===== src/hdl/arp_request_reply_tracker_core_macros.svh =====
// ----------------------------------------------------------------------------
// ARP tracker assertion macros
// Shorthand for clocked implication checks on clk, disabled in reset.
// ----------------------------------------------------------------------------
`ifndef ARP_REQUEST_REPLY_TRACKER_CORE_MACROS_SVH
`define ARP_REQUEST_REPLY_TRACKER_CORE_MACROS_SVH

// same-cycle implication
`define ARPT_AST_IMP(label, ante, cons, msg) \
    label: assert property (@(posedge clk) disable iff (!rst_n) (ante) |-> (cons)) \
        else $error(msg);

// next-cycle implication
`define ARPT_AST_NXT(label, ante, cons, msg) \
    label: assert property (@(posedge clk) disable iff (!rst_n) (ante) |=> (cons)) \
        else $error(msg);

`endif


===== src/hdl/arpt_pkg.sv =====
// ----------------------------------------------------------------------------
// ARP tracker package
// Shared types, sizes and codes for the request/reply tracker.
// ----------------------------------------------------------------------------
package arpt_pkg;

    localparam int QUEUE_DEPTH = 16;
    localparam int IDX_W       = (QUEUE_DEPTH > 1) ? $clog2(QUEUE_DEPTH) : 1;
    localparam int CNT_W       = $clog2(QUEUE_DEPTH + 1);
    localparam int MAXP_W      = 5;
    localparam int TMO_W       = 16;
    localparam int CMP_W       = (CNT_W > MAXP_W) ? CNT_W : MAXP_W;
    localparam int CFG_IDX_W   = 2;
    localparam int CFG_DATA_W  = 16;

    typedef logic [IDX_W-1:0]      idx_t;
    typedef logic [CNT_W-1:0]      cnt_t;
    typedef logic [CMP_W-1:0]      cmp_t;
    typedef logic [31:0]           stamp_t;
    typedef logic [CFG_IDX_W-1:0]  cfg_idx_t;
    typedef logic [CFG_DATA_W-1:0] cfg_data_t;

    localparam logic [15:0] ARP_OP_REQUEST  = 16'd1;
    localparam logic [15:0] ARP_OP_REPLY    = 16'd2;
    localparam logic [15:0] ARP_OP_RREQUEST = 16'd3;
    localparam logic [15:0] ARP_OP_RREPLY   = 16'd4;

    localparam cfg_idx_t CFG_MAX_PENDING   = 2'd0;
    localparam cfg_idx_t CFG_TIMEOUT_TICKS = 2'd1;
    localparam cfg_idx_t CFG_ANNOUNCE      = 2'd2;

    localparam logic [MAXP_W-1:0] MAXP_RESET = 5'd16;
    localparam logic [TMO_W-1:0]  TMO_RESET  = 16'd1000;

    typedef enum logic [3:0] {
        EV_QUEUED   = 4'd0,
        EV_OVERFLOW = 4'd1,
        EV_MATCH    = 4'd2,
        EV_LATE     = 4'd3,
        EV_ORPHAN   = 4'd4,
        EV_ANNOUNCE = 4'd5,
        EV_EXPIRED  = 4'd6,
        EV_RARP     = 4'd7,
        EV_UNKNOWN  = 4'd8
    } event_t;

    typedef struct packed {
        logic        opcode;
        logic [15:0] arp_op;
        logic [47:0] sender_mac;
        logic [31:0] sender_ip;
        logic [31:0] target_ip;
    } in_t;

    typedef struct packed {
        logic [3:0]  event_res;
        logic [47:0] alert_mac;
        logic [31:0] alert_sender_ip;
        logic [31:0] alert_target_ip;
        logic        last;
    } out_t;

    // one pending request
    typedef struct packed {
        logic [47:0] mac;
        logic [31:0] sip;
        logic [31:0] tip;
        stamp_t      stamp;
    } entry_t;

    // command to the shared compare unit
    typedef struct packed {
        logic             age_mode;
        logic             y_is_req;
        logic [31:0]      y_sip;
        logic [31:0]      y_tip;
        stamp_t           now;
        logic [TMO_W-1:0] timeout;
    } cmp_req_t;

endpackage


===== src/hdl/arpt_cmp_unit.sv =====
// ----------------------------------------------------------------------------
// ARP tracker compare unit
// Shared unit: either reply-to-request pairing or request age check.
// ----------------------------------------------------------------------------
module arpt_cmp_unit (
    input  arpt_pkg::cmp_req_t req,
    input  arpt_pkg::entry_t   ent,
    output logic               hit
);

    arpt_pkg::stamp_t age;
    logic             pair_hit;

    assign age      = req.now - ent.stamp;
    assign pair_hit = (ent.tip == req.y_sip) &&
                      ((ent.sip == req.y_tip) || ((req.y_tip == req.y_sip) && req.y_is_req));
    assign hit      = req.age_mode ? (age > arpt_pkg::stamp_t'(req.timeout)) : pair_hit;

endmodule


===== src/hdl/arp_request_reply_tracker_core.sv =====
// Flow: a request, RARP or other packet passes decode and then emit, which loads the
// result; a reply passes decode, a check of the newest entry, a scan of the older
// entries from the oldest, then emit. An announcement matched as a reply goes on as one.
// A tick runs the age check and gives no result when nothing expires; else each alert
// passes age check, peek and emit. One item at a time: in_ready returns the cycle after
// the final result is loaded, and an output stall holds the tracker in emit.
// ----------------------------------------------------------------------------
// ARP request/reply tracker
// Queues ARP requests, matches replies, expires stale requests on ticks.
// Reset clears control state, counters and config; queue entries stay undefined.
// ----------------------------------------------------------------------------
`include "arp_request_reply_tracker_core_macros.svh"

module arp_request_reply_tracker_core (
    input  logic                 clk,
    input  logic                 rst_n,
    input  logic                 in_valid,
    output logic                 in_ready,
    input  arpt_pkg::in_t        in_data,
    output logic                 out_valid,
    input  logic                 out_ready,
    output arpt_pkg::out_t       out_data,
    input  logic                 cfg_valid,
    output logic                 cfg_ready,
    input  arpt_pkg::cfg_idx_t   cfg_index,
    input  arpt_pkg::cfg_data_t  cfg_data
);

    typedef enum logic [6:0] {
        S_IDLE   = 7'b0000001,
        S_DECODE = 7'b0000010,
        S_AGE    = 7'b0000100,
        S_PEEK   = 7'b0001000,
        S_NEWEST = 7'b0010000,
        S_SCAN   = 7'b0100000,
        S_EMIT   = 7'b1000000
    } state_t;

    state_t                             state_reg, state_next;
    arpt_pkg::in_t                      item_reg;
    arpt_pkg::cnt_t                     cnt_reg;
    arpt_pkg::stamp_t                   tick_reg;
    logic [arpt_pkg::MAXP_W-1:0]        maxp_reg;
    logic [arpt_pkg::TMO_W-1:0]         tmo_reg;
    logic                               ann_reg;
    arpt_pkg::idx_t                     scan_idx_reg, scan_idx_next;
    arpt_pkg::cnt_t                     exp_n_reg, exp_n_next;
    arpt_pkg::out_t                     hold_reg, hold_next;
    logic                               out_valid_reg;
    arpt_pkg::out_t                     out_data_reg;
    arpt_pkg::entry_t                   entry_reg [arpt_pkg::QUEUE_DEPTH];

    logic               in_fire;
    logic               push_en;
    logic               drop_en;
    arpt_pkg::idx_t     drop_idx;
    arpt_pkg::idx_t     rd_idx;
    logic               age_mode;
    logic               out_load;
    logic               hit;
    logic               has_room;
    logic               can_expire;
    arpt_pkg::cnt_t     scan_plus1;
    arpt_pkg::out_t     pkt_res;
    arpt_pkg::cmp_req_t cmp_req;
    arpt_pkg::entry_t   rd_entry;
    arpt_pkg::entry_t   new_entry;

    assign in_ready  = (state_reg == S_IDLE);
    assign in_fire   = in_valid && in_ready;
    assign cfg_ready = 1'b1;
    assign out_valid = out_valid_reg;
    assign out_data  = out_data_reg;

    // ---------------- shared compare unit ----------------
    assign rd_entry = entry_reg[rd_idx];

    assign cmp_req.age_mode = age_mode;
    assign cmp_req.y_is_req = (item_reg.arp_op == arpt_pkg::ARP_OP_REQUEST);
    assign cmp_req.y_sip    = item_reg.sender_ip;
    assign cmp_req.y_tip    = item_reg.target_ip;
    assign cmp_req.now      = tick_reg;
    assign cmp_req.timeout  = tmo_reg;

    arpt_cmp_unit u_cmp (
        .req (cmp_req),
        .ent (rd_entry),
        .hit (hit)
    );

    assign has_room   = (arpt_pkg::cmp_t'(cnt_reg) < arpt_pkg::cmp_t'(maxp_reg)) &&
                        (cnt_reg < arpt_pkg::cnt_t'(arpt_pkg::QUEUE_DEPTH));
    assign can_expire = (cnt_reg != '0) &&
                        (exp_n_reg < arpt_pkg::cnt_t'(arpt_pkg::QUEUE_DEPTH)) && hit;
    assign scan_plus1 = arpt_pkg::cnt_t'(scan_idx_reg) + arpt_pkg::cnt_t'(1);

    assign new_entry.mac   = item_reg.sender_mac;
    assign new_entry.sip   = item_reg.sender_ip;
    assign new_entry.tip   = item_reg.target_ip;
    assign new_entry.stamp = tick_reg;

    always_comb
    begin
        pkt_res.event_res       = arpt_pkg::EV_UNKNOWN;
        pkt_res.alert_mac       = item_reg.sender_mac;
        pkt_res.alert_sender_ip = item_reg.sender_ip;
        pkt_res.alert_target_ip = item_reg.target_ip;
        pkt_res.last            = 1'b1;
    end

    // ---------------- sequencer ----------------
    always_comb
    begin
        state_next    = state_reg;
        hold_next     = hold_reg;
        scan_idx_next = scan_idx_reg;
        exp_n_next    = exp_n_reg;
        push_en       = 1'b0;
        drop_en       = 1'b0;
        drop_idx      = '0;
        rd_idx        = '0;
        age_mode      = 1'b0;
        out_load      = 1'b0;

        unique case (state_reg)
            S_IDLE:
            begin
                if (in_valid)
                begin
                    exp_n_next = '0;
                    state_next = in_data.opcode ? S_AGE : S_DECODE;
                end
            end
            S_DECODE:
            begin
                hold_next  = pkt_res;
                state_next = S_EMIT;
                priority if (item_reg.arp_op == arpt_pkg::ARP_OP_REQUEST)
                begin
                    if (item_reg.target_ip != item_reg.sender_ip)
                    begin
                        if (has_room)
                        begin
                            push_en             = 1'b1;
                            hold_next.event_res = arpt_pkg::EV_QUEUED;
                        end
                        else
                        begin
                            hold_next.event_res = arpt_pkg::EV_OVERFLOW;
                        end
                    end
                    else
                    begin
                        // self-request: announcement, optionally matched as a reply after
                        hold_next.event_res = arpt_pkg::EV_ANNOUNCE;
                        hold_next.last      = !ann_reg;
                    end
                end
                else if (item_reg.arp_op == arpt_pkg::ARP_OP_REPLY)
                begin
                    state_next = S_NEWEST;
                end
                else if (item_reg.arp_op == arpt_pkg::ARP_OP_RREQUEST ||
                         item_reg.arp_op == arpt_pkg::ARP_OP_RREPLY)
                begin
                    hold_next.event_res = arpt_pkg::EV_RARP;
                end
                else
                begin
                    hold_next.event_res = arpt_pkg::EV_UNKNOWN;
                end
            end
            S_NEWEST:
            begin
                rd_idx     = arpt_pkg::idx_t'(cnt_reg - arpt_pkg::cnt_t'(1));
                hold_next  = pkt_res;
                state_next = S_EMIT;
                if (cnt_reg == '0)
                begin
                    hold_next.event_res = arpt_pkg::EV_ORPHAN;
                end
                else if (hit)
                begin
                    drop_en             = 1'b1;
                    drop_idx            = rd_idx;
                    hold_next.event_res = arpt_pkg::EV_MATCH;
                end
                else
                begin
                    scan_idx_next = '0;
                    state_next    = S_SCAN;
                end
            end
            S_SCAN:
            begin
                rd_idx    = scan_idx_reg;
                hold_next = pkt_res;
                if (scan_plus1 < cnt_reg)
                begin
                    if (hit)
                    begin
                        drop_en             = 1'b1;
                        drop_idx            = scan_idx_reg;
                        hold_next.event_res = arpt_pkg::EV_LATE;
                        state_next          = S_EMIT;
                    end
                    else
                    begin
                        scan_idx_next = arpt_pkg::idx_t'(scan_plus1);
                    end
                end
                else
                begin
                    hold_next.event_res = arpt_pkg::EV_ORPHAN;
                    state_next          = S_EMIT;
                end
            end
            S_AGE:
            begin
                age_mode = 1'b1;
                if (can_expire)
                begin
                    hold_next.event_res       = arpt_pkg::EV_EXPIRED;
                    hold_next.alert_mac       = rd_entry.mac;
                    hold_next.alert_sender_ip = rd_entry.sip;
                    hold_next.alert_target_ip = rd_entry.tip;
                    hold_next.last            = 1'b0;
                    drop_en                   = 1'b1;
                    exp_n_next                = exp_n_reg + arpt_pkg::cnt_t'(1);
                    state_next                = S_PEEK;
                end
                else
                begin
                    state_next = S_IDLE;
                end
            end
            S_PEEK:
            begin
                // look at the new oldest entry to know whether this alert is the last
                age_mode       = 1'b1;
                hold_next.last = !can_expire;
                state_next     = S_EMIT;
            end
            S_EMIT:
            begin
                if (!out_valid_reg || out_ready)
                begin
                    out_load = 1'b1;
                    if (hold_reg.last)
                        state_next = S_IDLE;
                    else
                        state_next = item_reg.opcode ? S_AGE : S_NEWEST;
                end
            end
            default:
            begin
                state_next = S_IDLE;
            end
        endcase
    end

    // ---------------- control registers ----------------
    always_ff @(posedge clk or negedge rst_n)
    begin
        if (!rst_n)
        begin
            state_reg     <= S_IDLE;
            cnt_reg       <= '0;
            tick_reg      <= '0;
            maxp_reg      <= arpt_pkg::MAXP_RESET;
            tmo_reg       <= arpt_pkg::TMO_RESET;
            ann_reg       <= 1'b0;
            scan_idx_reg  <= '0;
            exp_n_reg     <= '0;
            out_valid_reg <= 1'b0;
        end
        else
        begin
            state_reg     <= state_next;
            scan_idx_reg  <= scan_idx_next;
            exp_n_reg     <= exp_n_next;
            out_valid_reg <= out_load || (out_valid_reg && !out_ready);
            if (in_fire && in_data.opcode)
                tick_reg <= tick_reg + 32'd1;
            if (push_en)
                cnt_reg <= cnt_reg + arpt_pkg::cnt_t'(1);
            else if (drop_en)
                cnt_reg <= cnt_reg - arpt_pkg::cnt_t'(1);
            if (cfg_valid)
            begin
                unique case (cfg_index)
                    arpt_pkg::CFG_MAX_PENDING:   maxp_reg <= cfg_data[arpt_pkg::MAXP_W-1:0];
                    arpt_pkg::CFG_TIMEOUT_TICKS: tmo_reg  <= cfg_data[arpt_pkg::TMO_W-1:0];
                    arpt_pkg::CFG_ANNOUNCE:      ann_reg  <= cfg_data[0];
                    default:                     ;
                endcase
            end
        end
    end

    // ---------------- payload registers ----------------
    always_ff @(posedge clk)
    begin
        if (in_fire)
            item_reg <= in_data;
        hold_reg <= hold_next;
        if (out_load)
            out_data_reg <= hold_reg;
    end

    // pending queue, oldest at index 0; a drop closes the gap by shifting down
    always_ff @(posedge clk)
    begin
        for (int j = 0; j < arpt_pkg::QUEUE_DEPTH - 1; j++)
        begin
            if (drop_en && (arpt_pkg::idx_t'(j) >= drop_idx))
                entry_reg[j] <= entry_reg[j + 1];
        end
        if (push_en)
            entry_reg[arpt_pkg::idx_t'(cnt_reg)] <= new_entry;
    end

    // ---------------- assertions ----------------
    `ARPT_AST_NXT(a_busy_after_beat, in_fire, !in_ready,
                  "tracker took a new beat while busy")
    `ARPT_AST_IMP(a_push_has_room, push_en,
                  cnt_reg < arpt_pkg::cnt_t'(arpt_pkg::QUEUE_DEPTH),
                  "push into full queue")
    `ARPT_AST_IMP(a_drop_nonempty, drop_en, cnt_reg != '0 && !push_en,
                  "drop from empty queue or with push")
    `ARPT_AST_NXT(a_drop_count, drop_en, cnt_reg == $past(cnt_reg) - arpt_pkg::cnt_t'(1),
                  "queue count not decremented on drop")
    `ARPT_AST_IMP(a_scan_in_range, state_reg == S_SCAN,
                  arpt_pkg::cnt_t'(scan_idx_reg) < cnt_reg,
                  "scan index beyond pending count")
    `ARPT_AST_IMP(a_out_from_emit, $rose(out_valid_reg), $past(state_reg) == S_EMIT,
                  "result beat not issued by emit state")

endmodule

===== config.mk =====
export PLATFORM = sky130hd
export DESIGN_NAME = arp_request_reply_tracker_core
export DESIGN_NICKNAME = d
export VERILOG_FILES = /design/src/hdl/arpt_pkg.sv /design/src/hdl/arpt_cmp_unit.sv /design/src/hdl/arp_request_reply_tracker_core.sv
export VERILOG_INCLUDE_DIRS = /design/src /design/src/hdl
export SDC_FILE = /design/constraint.sdc
export NUM_CORES = 2
export LEC_CHECK = 0
export BUFFER_PORTS_ARGS = -buffer_cell sky130_fd_sc_hd__buf_2
export CORE_MARGIN = 3
export CORE_UTILIZATION = 55
export DETAILED_ROUTE_END_ITERATION = 6
export PLACE_DENSITY = 0.78
export SYNTH_ARGS = -nofsm -noshare
export SYNTH_HDL_FRONTEND = slang
export SYNTH_HIERARCHICAL = 1
export SYNTH_SLANG_ARGS = --single-unit

===== constraint.sdc =====
create_clock -name clk -period 17.94 [get_ports clk]
set_clock_uncertainty 0.1 [all_clocks]
set_input_delay 2.691 -clock clk [delete_from_list [all_inputs] [get_ports clk]]
set_output_delay 2.691 -clock clk [all_outputs]
set_load 0.02 [all_outputs]

==> impl_metrics.ini <==
[global_routing]
grtUsageMet1 = 0.445
grt_pass1_wl_mm = 636
grt_pass1_vias = 92100
overflow = 0
met2_usage = 0.516
grt_max_degree = 162
grtUsageTotal = 0.342
antenna_found_initial = 19
use_met3 = 0.0896
grt.busiest_layer = met2

[cts]
cts.path.max_buffers = 4
hold_buffers = 0
cts_sinks = 2743
clock_latency_ps = 990
cts_max_level = 5
numCtsBuffers = 307
cts_root_buf = clkbuf_16
cts_setup_buffers = 0
clkTransAtPathRegs_ps = 60
cts_tree = done
ctsResizeCount = 0

[worst_setup_path]
startpoint_type = register
path_class = register to register
reg2reg_depth = 26
timing.critical_path.buf_inv = 6
cpPeakStageDelay_ps = 930
reg2reg_from = cnt_reg[0]
cp.required_ps = 18370
r2r_slack_ps = 5200
critPathLaunch = cnt_reg[0]
crit_top_cell = buf_4
crit_path_top_delay_cell = buf_4
arrival_ps = 13170
endpoint_kind = register
crit_cells = 26
cp-endpoint = entry_reg[7][103]
critPathMaxFanout = 45
r2r-end = entry_reg[7][103]
path_delay_family = simple AND/OR/NAND/NOR gates

[synthesis]
yosys_warnings = 6
avgSynthCellArea_um2 = 13.9
netlist_area_um2 = 136000
synth_fp_nets = 10000
postSynthCellCount = 9799

[drt]
drt_iter0_drc = 14800
drc = 8
drtAntennaViolNets = 0
route.final.wire_length_mm = 443
drt-vias-per-instance = 7.05
first_pass_iters = 7
vias = 93100
wl_per_cell_um = 33.5

[placement]
port_buffers = 270
place_ws_ps = 5810
globalplace.congestion = 0.950
placed_cells = 12700
hpwl_mm = 236
dpl_cell_area_um2 = 140000

[pwr]
p_per_area_nw_per_um2 = 98.4
peakVddDrop_mv = 0.120
p_leak_nw = 48.2

[sta]
worst_pin_slew_ps = 1800
rsz0062_at_grt = false
min_period_ps = 12740
maxSlewHeadroom = -0.203
finalSetupViolCount = 0
period_share = 0.710
layout_setup_ws_ps = 5200
hold_viol_final = 0
max_clock_freq_mhz = 78.5
final.setup.tns_ps = 0
final-max-slew-violation-count = 57

[final_layout]
area_delta_synth_final_pct = 9.51
drive_gt1_frac = 0.292
largest_reg_flops = 2304
seq_area_um2 = 82000
nets = 9895
fillers = 18200
postLayoutCellArea_um2 = 149000
stdcell_count = 13200
multiInputGateArea_um2 = 49600

[die]
die_w_um = 504
rows = 182
core-area_um2 = 246000
die_area_um2 = 254000
die_y_um = 504
initial_core_util = 0.553
ioPinCount = 272

[flow_run]
cap_violations = 0

[run_status]
violations = design-rule violations, max-slew violations
run_status = finished with violations

[hold_path]
min_path_type = register to register
[layer usage]
layer | share of wire | vias up
li1 | - | 37400
met1 | 0.35 | 46100
met2 | 0.44 | 7833
met3 | 0.14 | 1884
met4 | 0.072 | 18
met5 | 0.00030 | -
[where the power goes]
group | switching [W] | internal [W] | total [W]
sequential | 0.000281 | 0.00718 | 0.00746
combinational | 0.000823 | 0.000255 | 0.00108
clock | 0.00258 | 0.00355 | 0.00613
[per-stage QoR]
step | hold slack (ps) | util | power, W
3_5_place_dp | 305 | 0.567 | 0.00859
5_1_grt | 309 | 0.605 | 0.0150
2_1_floorplan | 300 | - | 0.00800
3_3_place_gp | 303 | 0.567 | 0.00856
6_report | 291 | 0.606 | 0.0147
4_1_cts | 297 | 0.605 | 0.0146
[worst min-delay path by stage]
stage                   from       endpoint  slack (ps)  cells after the start
3_5_place_dp    hold_reg[36]   out_data[36]         300                      0
6_report        hold_reg[75]   out_data[75]         290                      0
2_1_floorplan  hold_reg[100]  out_data[100]         300                      0
5_1_grt         hold_reg[75]   out_data[75]         310                      0
3_3_place_gp    hold_reg[15]   out_data[15]         300                      0
4_1_cts         hold_reg[75]   out_data[75]         300                      0
[cells in the final DEF, fill, tap and decap left out, drive strengths merged, types with 17 or more instances in the layout]
cell type,instances
o221ai,17
o22ai,50
clkbuf,371
nor4,44
o211ai,61
mux4,17
bufinv,25
xor2,98
nand2,992
ha,62
a221o,102
a311oi,63
o2111a,50
buf,492
nand3,628
clkinv,117
mux2i,275
a211oi,130
nor3,34
xnor2,88
edfxtp,2667
mux2,2297
nand4,76
a32o,23
dfrtp,68
o21ai,238
and3,95
a21o,23
o2111ai,28
a31oi,70
nor2,94
inv,87
a21oi,179
[final cells by class]
class / count / area share
multi-input combinational: 6052 / 0.333
timing repair buffer: 492 / 0.0231
clock inverter: 153 / 0.00958
clock buffer: 371 / 0.0541
tap: 3312 / 0.0278
sequential: 2743 / 0.550
inverter: 84 / 0.00217
antenna: 13 / 0.000218
Power figures use the tool's default switching activity.
